File: config.mk
export PLATFORM = sky130hd
export DESIGN_NAME = cop_sqrt
export DESIGN_NICKNAME = d
export VERILOG_FILES = /design/src/hw/rtl/cop_sqrt.sv
export SDC_FILE = /design/constraint.sdc
export NUM_CORES = 2
export LEC_CHECK = 0
export BUFFER_PORTS_ARGS = -buffer_cell sky130_fd_sc_hd__clkbuf_2
export CAP_MARGIN = 20
export CORE_MARGIN = 3
export CORE_UTILIZATION = 50
export DETAILED_ROUTE_END_ITERATION = 10
export HOLD_SLACK_MARGIN = 0.05
export PLACE_DENSITY = 0.72
export SKIP_LAST_GASP = 1
export SYNTH_ARGS = -nofsm -noshare
export SYNTH_HDL_FRONTEND = slang
export SYNTH_SLANG_ARGS = --single-unit
File: constraint.sdc
create_clock -name i_clk -period 8.14 [get_ports i_clk]
set_input_delay 0.407 -clock i_clk [delete_from_list [all_inputs] [get_ports i_clk]]
set_output_delay 0.407 -clock i_clk [all_outputs]
set_load 0.03 [all_outputs]
File: src/hw/rtl/cop_sqrt.sv
// ----------------------------------------------------------------------------
// Pipelined integer square root
// One root bit per stage, floor result, sideband travels with each item.
// ----------------------------------------------------------------------------
`default_nettype none

module cop_sqrt #(
    parameter int unsigned ROOT_W = 25,
    parameter int unsigned SIDE_W = 8
) (
    input  wire logic                  i_clk,
    input  wire logic                  i_rst_n,
    input  wire logic                  i_en,
    input  wire logic                  i_vld,
    input  wire logic [2*ROOT_W-1:0]   i_rad,
    input  wire logic [SIDE_W-1:0]     i_side,
    output logic                       o_vld,
    output logic [ROOT_W-1:0]          o_root,
    output logic [SIDE_W-1:0]          o_side
);

    localparam int unsigned RADW = 2 * ROOT_W;
    localparam int unsigned REMW = ROOT_W + 3;

    logic              r_vld  [1:ROOT_W];
    logic [RADW-1:0]   r_rad  [1:ROOT_W];
    logic [REMW-1:0]   r_rem  [1:ROOT_W];
    logic [ROOT_W-1:0] r_root [1:ROOT_W];
    logic [SIDE_W-1:0] r_side [1:ROOT_W];

    genvar k;
    generate
        for (k = 0; k < ROOT_W; k++) begin : g_step
            logic              c_vld;
            logic [RADW-1:0]   c_rad;
            logic [REMW-1:0]   c_rem;
            logic [ROOT_W-1:0] c_root;
            logic [SIDE_W-1:0] c_side;
            logic [REMW-1:0]   brought;
            logic [REMW-1:0]   trial;
            logic [REMW-1:0]   n_rem;
            logic [ROOT_W-1:0] n_root;

            if (k == 0) begin : g_first
                assign c_vld  = i_vld;
                assign c_rad  = i_rad;
                assign c_rem  = '0;
                assign c_root = '0;
                assign c_side = i_side;
            end else begin : g_next
                assign c_vld  = r_vld[k];
                assign c_rad  = r_rad[k];
                assign c_rem  = r_rem[k];
                assign c_root = r_root[k];
                assign c_side = r_side[k];
            end

            // bring down the next two radicand bits and try root*4+1
            assign brought = {c_rem[REMW-3:0], c_rad[RADW-1 -: 2]};
            assign trial   = {1'b0, c_root, 2'b01};

            always_comb begin
                if (brought >= trial) begin
                    n_rem  = brought - trial;
                    n_root = {c_root[ROOT_W-2:0], 1'b1};
                end else begin
                    n_rem  = brought;
                    n_root = {c_root[ROOT_W-2:0], 1'b0};
                end
            end

            always_ff @(posedge i_clk) begin
                if (!i_rst_n) begin
                    r_vld[k+1] <= 1'b0;
                end else if (i_en) begin
                    r_vld[k+1] <= c_vld;
                end
                if (i_en) begin
                    r_rad[k+1]  <= {c_rad[RADW-3:0], 2'b00};
                    r_rem[k+1]  <= n_rem;
                    r_root[k+1] <= n_root;
                    r_side[k+1] <= c_side;
                end
            end
        end
    endgenerate

    assign o_vld  = r_vld[ROOT_W];
    assign o_root = r_root[ROOT_W];
    assign o_side = r_side[ROOT_W];

endmodule

`default_nettype wire

==> out/results.txt <==
Status -> finished clean
Vias in the first global route -> 42,300
Layout cells sized above 1 -> 8.78%
Cts bufs inserted -> 178
Crit path time final -> 3.93 ns
Die Y -> 398 um
Clock Sinks -> 1,739
1st-iter DRT viols -> 3,158
Global-route wire length before repair -> 216 mm
Drc violations -> 0
Library cells used by synthesis -> 89
Area grow syn2layout -> 12.4%
Unrepaired setup endpoints after global routing -> false
Post-synth top cells -> 1,739 x edfxtp_1, 452 x inv_1, 352 x ha_1
Slew Limit Headroom -> 22.0%
Cell Area, Synth -> 0.0768 mm^2
Worst EP required -> 8.69 ns
Fin crit share -> 48.3%
Drt via density -> 5.35
Synthesized Nets -> 5,959
WHS Endpoint -> r_side[0][61]
Syn Area/Cell -> 13.8 um^2
Antenna Nets Post-Route -> 0
Clock Tree Root -> clkbuf_16
Io pins -> 96
Max-cap check violation count -> 0
RR Startpoint -> r_rem[22][0]
Fmax -> 254 MHz
Area of the core -> 0.152 mm^2
H-tree Lvls -> 4
Most common flop cell mapped by yosys -> edfxtp_1
Crit-path cells -> ha_1 -> nor2b_1 -> o31ai_1 -> a21oi_1 -> a31oi_1 -> o21ai_1 -> a2111oi_0 -> and2_1 -> buf_4 -> mux2_2
Clock Skews -> 0.0760 ns
Via count -> 42,800
Slew @ Worst Pin -> 1.17 ns
P_leak -> 32.8 nW
Biggest area consumer among synthesized cells -> edfxtp_1
Placed cell count -> 7,609
Clk buf depth -> 3
R2R Setup Slk -> 4.21 ns
DR WL/cell -> 16.6 um
HP Start -> i_en
Fin cells -> 7,999
Worst-case reg-to-reg path depth -> 10
Final setup vio count -> 0
Startpoint types -> flip-flop
Most common cell in the synthesized netlist -> edfxtp_1
CP Max Fanout -> 42
Area contributors post-synth -> edfxtp_1 68%, ha_1 5.7%, xnor2_1 2.9%
Worst R2R End -> r_rem[23][8]
Diode count -> 0
Setup CP Type -> flip-flop to flip-flop
Max-slew violation count -> 0
EDFF count, synth -> 1,739
Synthesized flop and latch total -> 1,739
Detailed Route WL -> 133 mm
Synth Instances -> 5,545
Initial antenna violation count -> 0
Fillers -> 12,000
PwrDens -> 274 mW/mm^2
Starting Density -> 50.4%
Gr usage total -> 16.8%
Switch Pwr -> 6.14 mW
Switching part of the total power -> 26.0%
Endpoints failing hold -> 0
P_int -> 17.5 mW
Worst skew pair latency -> 0.83 ns
Combinational share of power -> 16.0%
NumNets Final -> 6,235
Dpl hpwl -> 91.0 mm
DRT Pass-1 Iters -> 6
Seq pwr share -> 49.7%
Share of Yosys cell area claimed by the top area cell type -> 68.0%
Port bufs -> 95
Worst vdd ir -> 0.000234 V
Die Footprint -> 0.158 mm^2
Asr flop ratio synth -> 0%
RePlAce Congestion -> 0.885
Critical path endpoint category -> flip-flop
Register area share after synthesis -> 68.0%
Slowest Stage Delay on Critical Path -> 0.51 ns
Reg clk slew, reported paths -> 0.06 ns
Yosys warning count -> 0
Global route overflow -> 0
Final TNS setup -> 0 ns
Hold Path Class -> primary input to flip-flop
Post-CTS Setup Repair Bufs -> 0
Clock power share -> 34.3%
Hold depth -> 1
CP max-delay cell -> a31oi_1
Largest net degree at the start of global routing -> 180
Critical Path AT -> 4.48 ns
Die Width -> 398 um
CTS tree -> built
# rows -> 143
-- through the flow --
step                setup WS (ns)  util, %  area [um^2]  power [mW]  hold WS (ns)
global placement             4.33     52.3        79700        15.6         0.400
detailed placement           4.27     52.3        79700        15.7         0.405
floorplan                    5.06        -        76800        14.5         0.400
CTS                          4.28     56.7        86300        23.9        0.0530
finish                       4.21     56.7        86300        23.6         0.104
global route                 3.91     56.7        86300        24.8         0.103
-- what timing repair did --
action | CTS | global route
hold endpoints to repair | 60 | 0
gates resized for setup | 0 | 0
hold buffers | 60 | 0
-- metal layers --
layer,track usage (%),share of wire (%)
met5,0,0
met4,6.64,3.5
met3,2.77,4.3
met2,27.8,48
met1,22.4,45
-- critical path: cells and delay by family, from the launching register on --
| family | cells | cell delay, ns |
|---|---|---|
| compound gates | 5 | 1.67 |
| fa+ha+maj | 1 | 0.37 |
| buf+inv | 1 | 0.43 |
| flops | 1 | 0.40 |
| mux | 1 | 0.39 |
| simple gates | 2 | 0.42 |
-- sequential cells by signal, summed over array words and instances, names as in the netlist --
| name | count |
|---|---|
| r_vld | 25 |
| r_side | 200 |
| r_rad | 600 |
| r_rem | 589 |
| r_root | 325 |
-- power groups by stage --
stage / clock (mW) / sequential (mW) / combinational (mW)
6_report: 8.11 / 11.8 / 3.78
3_5_place_dp: 0 / 11.9 / 3.72
3_3_place_gp: 0 / 11.9 / 3.64
5_1_grt: 8.71 / 11.9 / 4.25
4_1_cts: 8.37 / 11.8 / 3.77
2_1_floorplan: 0 / 11.7 / 2.83
-- logic make-up after synthesis --
kind of cell / Yosys count / synth area share (%)
compound gates: 1022 / 8.26
xor+xnor: 477 / 5.44
fa+ha+maj: 352 / 5.74
buf+inv: 544 / 2.76
flops: 1739 / 68.0
mux: 68 / 1.00
other cells: 1 / 0.00489
simple gates: 1342 / 8.77
-- worst max path at each step --
stage,start,end,depth (start not counted)
after floorplan,r_rem[22][3],r_rem[23][10],11
after global placement,r_rem[22][3],r_rem[23][8],10
after detailed placement,r_rem[22][0],r_rem[23][8],10
after CTS,r_rem[22][0],r_rem[23][8],10
after global routing,r_rem[22][0],r_rem[23][8],10
final,r_rem[22][0],r_rem[23][8],10
-- final cells by class --
cell class,instances,area (um^2),share of cell area [%]
flip-flops and latches,1739,52200,60.5
multi-input cells,3262,22400,26.0
clock buffers,202,4590,5.32
well taps,2030,2540,2.94
inverters,454,1700,1.97
repair buffers,186,1420,1.64
clock inverters,126,1370,1.59
-- cell usage in the layout (no fill, tap or decap), drive strengths merged, types with 50 or more instances in the layout --
cell type and count:
edfxtp 1739, inv 458, a21oi 353, ha 352, nor2 338, nand2 322, clkbuf 297, xnor2 255
o21ai 248, xor2 222, nor3 120, a21o 105, clkinv 90, nor4 81, nand3 80, o21a 70
nand2b 67, mux2 63, dlygate4sd3 60, or3 53, nor2b 51, nand4 50
(Power assumes the default switching activity.)
